[src/rtl/rcsr_pkg.sv]
// ============================================================================
// rcsr_pkg
// Shared codes, types and address decode for the RV32 CSR access unit.
// ============================================================================
package rcsr_pkg;

    localparam int XLEN = 32;

    // Operation codes
    localparam logic [1:0] OP_READ  = 2'd0;
    localparam logic [1:0] OP_WRITE = 2'd1;
    localparam logic [1:0] OP_SET   = 2'd2;
    localparam logic [1:0] OP_CLEAR = 2'd3;

    // Status codes
    localparam logic [1:0] ST_OK      = 2'd0;
    localparam logic [1:0] ST_PRIV    = 2'd1;
    localparam logic [1:0] ST_RO      = 2'd2;
    localparam logic [1:0] ST_INVALID = 2'd3;

    // Read-only encoding of address bits 11:10
    localparam logic [1:0] ADDR_RO = 2'b11;

    // Supported CSR numbers
    localparam logic [11:0] CSR_SSCRATCH = 12'h140;
    localparam logic [11:0] CSR_SATP     = 12'h180;
    localparam logic [11:0] CSR_MSCRATCH = 12'h340;
    localparam logic [11:0] CSR_MCYCLE   = 12'hB00;
    localparam logic [11:0] CSR_MINSTRET = 12'hB02;
    localparam logic [11:0] CSR_MCYCLEH  = 12'hB80;
    localparam logic [11:0] CSR_MINSTRTH = 12'hB82;
    localparam logic [11:0] CSR_CYCLE    = 12'hC00;
    localparam logic [11:0] CSR_INSTRET  = 12'hC02;
    localparam logic [11:0] CSR_CYCLEH   = 12'hC80;
    localparam logic [11:0] CSR_INSTRTH  = 12'hC82;

    // satp field widths
    localparam int PPN_W  = 22;
    localparam int ASID_W = 9;

    typedef enum logic [2:0] {
        K_NONE,
        K_SSCRATCH,
        K_SATP,
        K_MSCRATCH,
        K_CNT_LO,
        K_CNT_HI
    } csr_kind_t;

    // Controller to datapath commands
    typedef struct packed {
        logic load;    // capture the accepted transaction
        logic commit;  // execute and load the result register
    } ctrl_cmd_t;

    function automatic csr_kind_t csr_decode(input logic [11:0] addr);
        csr_kind_t k;
        unique case (addr)
            CSR_SSCRATCH: k = K_SSCRATCH;
            CSR_SATP:     k = K_SATP;
            CSR_MSCRATCH: k = K_MSCRATCH;
            CSR_MCYCLE, CSR_MINSTRET, CSR_CYCLE, CSR_INSTRET:
                k = K_CNT_LO;
            CSR_MCYCLEH, CSR_MINSTRTH, CSR_CYCLEH, CSR_INSTRTH:
                k = K_CNT_HI;
            default:      k = K_NONE;
        endcase
        return k;
    endfunction

endpackage

[src/rtl/rcsr_if.sv]
// ============================================================================
// rcsr_if
// Valid/ready channels for CSR access requests and responses.
// ============================================================================
interface rcsr_req_if;
    logic        valid;
    logic        ready;
    logic [1:0]  operation;
    logic [11:0] csr_address;
    logic [31:0] write_value;
    logic [1:0]  current_privilege;

    modport source (output valid, operation, csr_address, write_value,
                    current_privilege, input ready);
    modport sink   (input valid, operation, csr_address, write_value,
                    current_privilege, output ready);
endinterface

interface rcsr_rsp_if;
    logic        valid;
    logic        ready;
    logic [31:0] read_value;
    logic [1:0]  status;

    modport source (output valid, read_value, status, input ready);
    modport sink   (input valid, read_value, status, output ready);
endinterface

[src/rtl/rcsr_ctrl.sv]
// ============================================================================
// rcsr_ctrl
// Sequencer: accepts one transaction, executes it once the result register
// is free, and tracks the result register's valid flag.
// ============================================================================
module rcsr_ctrl (
    input  logic                clk,
    input  logic                rst_n,
    input  logic                req_valid,
    output logic                req_ready,
    output logic                rsp_valid,
    input  logic                rsp_ready,
    output rcsr_pkg::ctrl_cmd_t cmd
);

    typedef enum logic {
        S_IDLE,
        S_EXEC
    } state_t;

    state_t state_reg;
    state_t state_next;
    logic   out_valid_reg;
    logic   out_valid_next;

    // Issue commands
    always_comb
    begin
        req_ready  = (state_reg == S_IDLE);
        cmd.load   = req_valid && (state_reg == S_IDLE);
        cmd.commit = (state_reg == S_EXEC) && (!out_valid_reg || rsp_ready);
    end

    // Next state and result flag
    always_comb
    begin
        state_next     = state_reg;
        out_valid_next = out_valid_reg;
        if (out_valid_reg && rsp_ready)
            out_valid_next = 1'b0;
        unique case (state_reg)
            S_IDLE:
            begin
                if (cmd.load)
                    state_next = S_EXEC;
            end
            S_EXEC:
            begin
                if (cmd.commit)
                begin
                    state_next     = S_IDLE;
                    out_valid_next = 1'b1;
                end
            end
            default: state_next = S_IDLE;
        endcase
    end

    // Hold state and registered outputs
    always_ff @(posedge clk or negedge rst_n)
    begin
        if (!rst_n)
        begin
            state_reg     <= S_IDLE;
            out_valid_reg <= 1'b0;
        end
        else
        begin
            state_reg     <= state_next;
            out_valid_reg <= out_valid_next;
        end
    end

    assign rsp_valid = out_valid_reg;

endmodule

[src/rtl/rcsr_dp.sv]
// ============================================================================
// rcsr_dp
// Datapath: transaction capture, access checks, CSR storage with
// read-modify-write, and the result register.
// ============================================================================
module rcsr_dp (
    input  logic                clk,
    input  logic                rst_n,
    input  rcsr_pkg::ctrl_cmd_t cmd,
    input  logic [1:0]          operation,
    input  logic [11:0]         csr_address,
    input  logic [31:0]         write_value,
    input  logic [1:0]          current_privilege,
    output logic [31:0]         read_value,
    output logic [1:0]          status
);

    // Captured transaction
    logic [1:0]  op_reg;
    logic [11:0] addr_reg;
    logic [31:0] wval_reg;
    logic [1:0]  priv_reg;

    // CSR storage
    logic [31:0]                 sscratch_reg;
    logic [31:0]                 mscratch_reg;
    logic [63:0]                 counter_reg;
    logic [rcsr_pkg::PPN_W-1:0]  ppn_reg;
    logic [rcsr_pkg::ASID_W-1:0] asid_reg;
    logic                        mode_reg;

    // Result register
    logic [31:0] rdata_reg;
    logic [1:0]  status_reg;

    rcsr_pkg::csr_kind_t kind;
    logic [1:0]          st;
    logic [31:0]         old_val;
    logic [31:0]         new_val;
    logic                wr_en;

    // Capture the accepted transaction
    always_ff @(posedge clk)
    begin
        if (cmd.load)
        begin
            op_reg   <= operation;
            addr_reg <= csr_address;
            wval_reg <= write_value;
            priv_reg <= current_privilege;
        end
    end

    // Check access and read old value
    always_comb
    begin
        kind = rcsr_pkg::csr_decode(addr_reg);
        if (priv_reg < addr_reg[9:8])
            st = rcsr_pkg::ST_PRIV;
        else if (op_reg != rcsr_pkg::OP_READ && addr_reg[11:10] == rcsr_pkg::ADDR_RO)
            st = rcsr_pkg::ST_RO;
        else if (kind == rcsr_pkg::K_NONE)
            st = rcsr_pkg::ST_INVALID;
        else
            st = rcsr_pkg::ST_OK;

        case (kind)
            rcsr_pkg::K_SSCRATCH: old_val = sscratch_reg;
            rcsr_pkg::K_MSCRATCH: old_val = mscratch_reg;
            rcsr_pkg::K_SATP:     old_val = {mode_reg, asid_reg, ppn_reg};
            rcsr_pkg::K_CNT_LO:   old_val = counter_reg[31:0];
            rcsr_pkg::K_CNT_HI:   old_val = counter_reg[63:32];
            default:              old_val = '0;
        endcase
        if (st != rcsr_pkg::ST_OK)
            old_val = '0;
    end

    // Form the modified value
    always_comb
    begin
        case (op_reg)
            rcsr_pkg::OP_WRITE: new_val = wval_reg;
            rcsr_pkg::OP_SET:   new_val = old_val | wval_reg;
            rcsr_pkg::OP_CLEAR: new_val = old_val & ~wval_reg;
            default:            new_val = old_val;
        endcase
        wr_en = cmd.commit && (st == rcsr_pkg::ST_OK) && (op_reg != rcsr_pkg::OP_READ);
    end

    // Write back CSR storage
    always_ff @(posedge clk or negedge rst_n)
    begin
        if (!rst_n)
        begin
            sscratch_reg <= '0;
            mscratch_reg <= '0;
            counter_reg  <= '0;
            ppn_reg      <= '0;
            asid_reg     <= '0;
            mode_reg     <= 1'b0;
        end
        else if (wr_en)
        begin
            case (kind)
                rcsr_pkg::K_SSCRATCH: sscratch_reg <= new_val;
                rcsr_pkg::K_MSCRATCH: mscratch_reg <= new_val;
                rcsr_pkg::K_SATP:
                begin
                    mode_reg <= new_val[31];
                    asid_reg <= new_val[30:22];
                    ppn_reg  <= new_val[21:0];
                end
                rcsr_pkg::K_CNT_LO:   counter_reg[31:0]  <= new_val;
                rcsr_pkg::K_CNT_HI:   counter_reg[63:32] <= new_val;
                default:              ;
            endcase
        end
    end

    // Load the result register
    always_ff @(posedge clk)
    begin
        if (cmd.commit)
        begin
            rdata_reg  <= old_val;
            status_reg <= st;
        end
    end

    assign read_value = rdata_reg;
    assign status     = status_reg;

endmodule

[src/rtl/riscv_csr_access_unit.sv]
// Sequence: an accepted transaction is captured in S_IDLE and executed in S_EXEC
// once the result register is free; its response then stays valid until taken.
// A new request is taken only once the last one has executed, and is taken even
// while a response still waits.
// Reset: asynchronous, clears all CSRs (scratch, satp, counter) to zero.
// ============================================================================
// riscv_csr_access_unit
// RV32 CSR access unit: privilege and read-only checks, read-modify-write of
// sscratch, satp, mscratch and the shared 64-bit cycle/instret counter.
// ============================================================================
module riscv_csr_access_unit (
    input  logic       clk,
    input  logic       rst_n,
    rcsr_req_if.sink   req,
    rcsr_rsp_if.source rsp
);

    rcsr_pkg::ctrl_cmd_t cmd;

    rcsr_ctrl u_ctrl (
        .clk       (clk),
        .rst_n     (rst_n),
        .req_valid (req.valid),
        .req_ready (req.ready),
        .rsp_valid (rsp.valid),
        .rsp_ready (rsp.ready),
        .cmd       (cmd)
    );

    rcsr_dp u_dp (
        .clk               (clk),
        .rst_n             (rst_n),
        .cmd               (cmd),
        .operation         (req.operation),
        .csr_address       (req.csr_address),
        .write_value       (req.write_value),
        .current_privilege (req.current_privilege),
        .read_value        (rsp.read_value),
        .status            (rsp.status)
    );

    // Accepting a transaction leaves the unit busy for the next cycle
    a_busy_after_accept: assert property (@(posedge clk) disable iff (!rst_n)
        (req.valid && req.ready) |=> !req.ready)
        else $error("request accepted while a transaction is in progress");

    // Execution always presents a response
    a_commit_gives_rsp: assert property (@(posedge clk) disable iff (!rst_n)
        cmd.commit |=> rsp.valid)
        else $error("executed transaction produced no response");

    // Capture and execute never coincide
    a_cmd_exclusive: assert property (@(posedge clk) disable iff (!rst_n)
        $onehot0({cmd.load, cmd.commit}))
        else $error("capture and execute in the same cycle");

    // Failed accesses return zero
    a_fail_zero: assert property (@(posedge clk) disable iff (!rst_n)
        (rsp.valid && rsp.status != rcsr_pkg::ST_OK) |-> (rsp.read_value == '0))
        else $error("failed access returned nonzero data");

endmodule
[src/flat_wrapper.sv]
// flat-port wrapper written by rule: the top's interface ports become plain ports
module riscv_csr_access_unit_flat 
  (clk, rst_n, req_valid, req_operation, req_csr_address, req_write_value, req_current_privilege, req_ready, rsp_valid, rsp_read_value, rsp_status, rsp_ready);
  rcsr_req_if req_i ();
  rcsr_rsp_if rsp_i ();
  input  logic clk;
  input  logic rst_n;
  input wire logic [$bits(req_i.valid)-1:0] req_valid;
  input wire logic [$bits(req_i.operation)-1:0] req_operation;
  input wire logic [$bits(req_i.csr_address)-1:0] req_csr_address;
  input wire logic [$bits(req_i.write_value)-1:0] req_write_value;
  input wire logic [$bits(req_i.current_privilege)-1:0] req_current_privilege;
  output wire logic [$bits(req_i.ready)-1:0] req_ready;
  output wire logic [$bits(rsp_i.valid)-1:0] rsp_valid;
  output wire logic [$bits(rsp_i.read_value)-1:0] rsp_read_value;
  output wire logic [$bits(rsp_i.status)-1:0] rsp_status;
  input wire logic [$bits(rsp_i.ready)-1:0] rsp_ready;
  assign req_i.valid = req_valid;
  assign req_i.operation = req_operation;
  assign req_i.csr_address = req_csr_address;
  assign req_i.write_value = req_write_value;
  assign req_i.current_privilege = req_current_privilege;
  assign req_ready = req_i.ready;
  assign rsp_valid = rsp_i.valid;
  assign rsp_read_value = rsp_i.read_value;
  assign rsp_status = rsp_i.status;
  assign rsp_i.ready = rsp_ready;
  riscv_csr_access_unit u_core (.clk(clk), .rst_n(rst_n), .req(req_i), .rsp(rsp_i));
endmodule
[config.mk]
export PLATFORM = sky130hd
export DESIGN_NAME = riscv_csr_access_unit_flat
export DESIGN_NICKNAME = d
export VERILOG_FILES = /design/src/rtl/rcsr_pkg.sv /design/src/rtl/rcsr_if.sv /design/src/rtl/rcsr_ctrl.sv /design/src/rtl/rcsr_dp.sv /design/src/rtl/riscv_csr_access_unit.sv /design/src/flat_wrapper.sv
export SDC_FILE = /design/constraint.sdc
export NUM_CORES = 1
export LEC_CHECK = 0
export BUFFER_PORTS_ARGS = -buffer_cell sky130_fd_sc_hd__buf_2
export CAP_MARGIN = 10
export CELL_PAD_IN_SITES_DETAIL_PLACEMENT = 2
export CELL_PAD_IN_SITES_GLOBAL_PLACEMENT = 2
export CORE_MARGIN = 3
export CORE_UTILIZATION = 30
export CTS_CLUSTER_DIAMETER = 100
export DETAILED_ROUTE_END_ITERATION = 7
export PLACE_DENSITY = 0.61
export SKIP_CTS_REPAIR_TIMING = 1
export SYNTH_ARGS = -nofsm -noshare
export SYNTH_HDL_FRONTEND = slang
export SYNTH_SLANG_ARGS = --single-unit
[constraint.sdc]
create_clock -name clk -period 3.7 [get_ports clk]
set_input_delay 0.74 -clock clk [delete_from_list [all_inputs] [get_ports clk]]
set_output_delay 0.74 -clock clk [all_outputs]
set_load 0.1 [all_outputs]
==> impl_metrics.env <==
export IMPL_netlist_top_cells_count="sky130_fd_sc_hd__dfrtp_1 (162), sky130_fd_sc_hd__o31ai_1 (128), sky130_fd_sc_hd__o21ai_0 (96)"
export IMPL_sequential_cell_area_um2=6520
export IMPL_yosys_top_cells_area="sky130_fd_sc_hd__dfrtp_1 (36%), sky130_fd_sc_hd__edfxtp_1 (22%), sky130_fd_sc_hd__o31ai_1 (8.5%)"
export IMPL_clk_transition_reported_paths_ns=0.06
export IMPL_most_common_cell_in_the_netlist="sky130_fd_sc_hd__dfrtp_1"
export IMPL_slew_headroom_pct=37.1
export IMPL_detail_route_antenna_nets=0
export IMPL_detailroute_via_count=8521
export IMPL_pwr_density_cell_nw_per_um2=612
export IMPL_num_cts_buffers=29
export IMPL_routabilityCongestion=0.750
export IMPL_cts_sink_count=244
export IMPL_grt_start_max_net_pins=69
export IMPL_post_synth_instance_area_um2=11300
export IMPL_later_pin_clock_latency_in_the_skew_report_ns=0.58
export IMPL_drt_drc_violations_left=0
export IMPL_irDropWorstVdd_mv=0.377
export IMPL_finClkSkew_ns=0.0240
export IMPL_status="finished clean"
export IMPL_fp_row_count=70
export IMPL_io_buffer_count=87
export IMPL_first_global_vias=9408
export IMPL_rsz0062_at_grt="no"
export IMPL_layout_filler_cells=3940
export IMPL_max_fo_critical_path=24
export IMPL_yosys_area_share_simple_pct=8.76
export IMPL_netlist_top_cell_by_area="sky130_fd_sc_hd__dfrtp_1"
export IMPL_largest_register_ffs=64
export IMPL_power_switching_share_pct=37.6
export IMPL_initialDrtViolationCount=469
export IMPL_postSynthRegisterBits=244
export IMPL_flip_flop_cell_with_the_highest_count_after_synthesis="sky130_fd_sc_hd__dfrtp_1"
export IMPL_initial_utilization_pct=30.7
export IMPL_grt_overflow_total=0
export IMPL_synth_enable_flop_cells=82
export IMPL_worstMarginPinSlew_ns=0.944
export IMPL_power_leakage_nw=5.14
export IMPL_final_max_slew_violation_count=0
export IMPL_mapped_nets=1006
export IMPL_async_flop_share_pct=66.4
export IMPL_die_area_um2=40200
export IMPL_multi_input_area_um2=4500
export IMPL_final_min_clock_period_ns=3.15
export IMPL_max_cap_viol_count=0
export IMPL_cts_max_path_buffers=3
export IMPL_p_clk_share_pct=34.6
export IMPL_coreArea_um2=37000
export IMPL_post_synthesis_adder_cell_area_fraction_pct=0.110
export IMPL_timing_final_hold_violations=0
export IMPL_power_report_internal_total_mw=5.10
export IMPL_combPwrFrac_pct=26.1
export IMPL_synth_sequential_area_ratio_pct=57.5
export IMPL_first_pass_iters=5
export IMPL_start_kind="flip-flop"
export IMPL_detail_route_wirelength_mm=38.5
export IMPL_synth_compound_area_share_pct=22.1
export IMPL_post_dp_hpwl_mm=23.0
export IMPL_p_seq_share_pct=39.3
export IMPL_min_period_over_period_pct=85.1
export IMPL_cp_data_required_time_ns=4.16
export IMPL_grt_usage_pct=18.9
export IMPL_worstPathArrival_ns=3.61
export IMPL_wl_per_cell_um=24.9
export IMPL_post_drt_via_cell_ratio=5.51
export IMPL_antenna_violations_before_repair=0
export IMPL_timing_worst_setup_path_type="flip-flop to flip-flop"
export IMPL_grt_pass1_wl_mm=59.6
export IMPL_design_final_nets=1073
export IMPL_totalNegativeSetupSlack_ns=0
export IMPL_p_switching_mw=3.07
export IMPL_drive_above_1_share_pct=20.0
export IMPL_ctsRootBufferMaster="sky130_fd_sc_hd__clkbuf_16"
export IMPL_gate_count_after_technology_mapping=953
export IMPL_worst_setup_path_end_kind="flip-flop"
export IMPL_max_freq_mhz=318
export IMPL_yosys_top_cell_area_share_pct=35.8
export IMPL_syn2layout_area_growth_pct=17.8
export IMPL_io_pins=88
export IMPL_count_of_warnings_emitted_by_yosys=0
export IMPL_tritoncts="done"
export IMPL_hold_path_class="primary input to async pin"
export IMPL_power_total_mw=8.17
export IMPL_synth_top_family_by_area="compound AO/OA/AOI/OAI gates"
export IMPL_syn_avg_cell_area_um2=11.9
export IMPL_yosys_cell_types_count=39
export IMPL_yosys_mux_area_fraction_pct=6.00
export IMPL_finalSetupViolations=0
export IMPL_floorplan_die_width_um=200
export IMPL_floorplan_die_height_um=200
export IMPL_h_tree_depth=1
export IMPL_synth_area_in_xor_xnor_pct=2.47
[cells by family after synthesis]
| logic type | Yosys count |
|---|---|
| muxes | 64 |
| buffers and inverters | 90 |
| xor gates and xnor gates | 32 |
| adders and majority gates | 1 |
| DFF | 244 |
| and+or+nand+nor | 164 |
| AOI/OAI and AO/OA | 358 |
[per-layer routing]
metal | GRT usage (%) | vias up | routed length (um)
li1 | - | 3824 | -
met1 | 27.0 | 4517 | 18700
met2 | 30.9 | 141 | 18000
met3 | 2.71 | 39 | 1140
met4 | 3.56 | 0 | 695
met5 | 0 | - | 0
[placed cells by master, fill, tap and decap left out, types with 2 or more instances in the layout]
cell type / netlist / layout
sky130_fd_sc_hd__a21oi_1: 2 / 2
sky130_fd_sc_hd__a22oi_1: 32 / 32
sky130_fd_sc_hd__a32oi_1: 32 / 32
sky130_fd_sc_hd__and2_1: 33 / 32
sky130_fd_sc_hd__buf_12: 0 / 4
sky130_fd_sc_hd__buf_2: 8 / 86
sky130_fd_sc_hd__buf_4: 0 / 33
sky130_fd_sc_hd__clkbuf_1: 72 / 10
sky130_fd_sc_hd__clkbuf_16: 0 / 30
sky130_fd_sc_hd__clkbuf_8: 0 / 7
sky130_fd_sc_hd__clkinv_2: 0 / 3
sky130_fd_sc_hd__dfrtp_1: 162 / 162
sky130_fd_sc_hd__edfxtp_1: 82 / 82
sky130_fd_sc_hd__inv_1: 2 / 2
sky130_fd_sc_hd__mux2_2: 32 / 32
sky130_fd_sc_hd__mux2i_1: 32 / 32
sky130_fd_sc_hd__nand2_1: 41 / 41
sky130_fd_sc_hd__nand2b_1: 3 / 3
sky130_fd_sc_hd__nand3b_1: 32 / 32
sky130_fd_sc_hd__nor2_1: 4 / 4
sky130_fd_sc_hd__nor2b_1: 35 / 33
sky130_fd_sc_hd__nor4_1: 2 / 2
sky130_fd_sc_hd__nor4_4: 1 / 2
sky130_fd_sc_hd__o21ai_0: 96 / 96
sky130_fd_sc_hd__o22ai_1: 32 / 32
sky130_fd_sc_hd__o2bb2ai_1: 32 / 32
sky130_fd_sc_hd__o31ai_1: 128 / 128
sky130_fd_sc_hd__or4_1: 4 / 3
sky130_fd_sc_hd__xnor2_1: 32 / 32
[through the flow]
step / area (um2) / hold slack, ns / util, % / setup slack (ns) / cells
after global routing: 13400 / 0.172 / 36.1 / 0.364 / 1545
after detailed placement: 12400 / 0.467 / 33.6 / 0.632 / 1493
after global placement: 12400 / 0.459 / 33.6 / 0.747 / 1493
after CTS: 13400 / 0.153 / 36.1 / 0.594 / 1545
after floorplan: 11300 / 0.444 / - / 0.370 / 953
final: 13400 / 0.145 / 36.1 / 0.552 / 1546
[power by group through the flow]
| stage | sequential, mW | clock [mW] | combinational (mW) |
|---|---|---|---|
| after global placement | 3.26 | 0 | 2.13 |
| after detailed placement | 3.26 | 0 | 2.15 |
| final | 3.21 | 2.83 | 2.14 |
| after CTS | 3.22 | 2.91 | 2.15 |
| after global routing | 3.24 | 3.02 | 2.26 |
| after floorplan | 4.07 | 0 | 0.733 |
[worst max-delay path: stages, from the launching register on]
cell and delay [ns]:
sky130_fd_sc_hd__edfxtp_1 0.45, sky130_fd_sc_hd__nor4_1 0.67, sky130_fd_sc_hd__o211ai_1 0.34, sky130_fd_sc_hd__a2111oi_4 0.46, sky130_fd_sc_hd__buf_4 0.47, sky130_fd_sc_hd__a22oi_1 0.28
sky130_fd_sc_hd__o31ai_1 0.34
[final timing paths]
path / from / end / slack, ns / cells past startpoint
min in group clk: req_write_value[16] / u_core.u_dp.wval_reg[16] / 0.33 / 1
max in group asynchronous: rst_n / u_core.u_dp.counter_reg[59] / 2.57 / 2
min reg2reg: u_core.u_dp.ppn_reg[5] / u_core.u_dp.ppn_reg[5] / 0.48 / 2
max: u_core.u_dp.addr_reg[11] / u_core.u_dp.mscratch_reg[26] / 0.55 / 6
min: rst_n / u_core.u_dp.counter_reg[40] / 0.15 / 1
max reg2reg: u_core.u_dp.addr_reg[11] / u_core.u_dp.mscratch_reg[26] / 0.55 / 6
[layout make-up]
class,count,area share [%]
Sequential cell,244,48.8
Multi-Input combinational cell,619,33.7
Clock buffer,47,6.62
Timing Repair Buffer,124,5.76
Tap cell,504,4.72
Clock inverter,5,0.309
Inverter,2,0.0562
Antenna cell,1,0.0187
(Power assumes the default switching activity.)
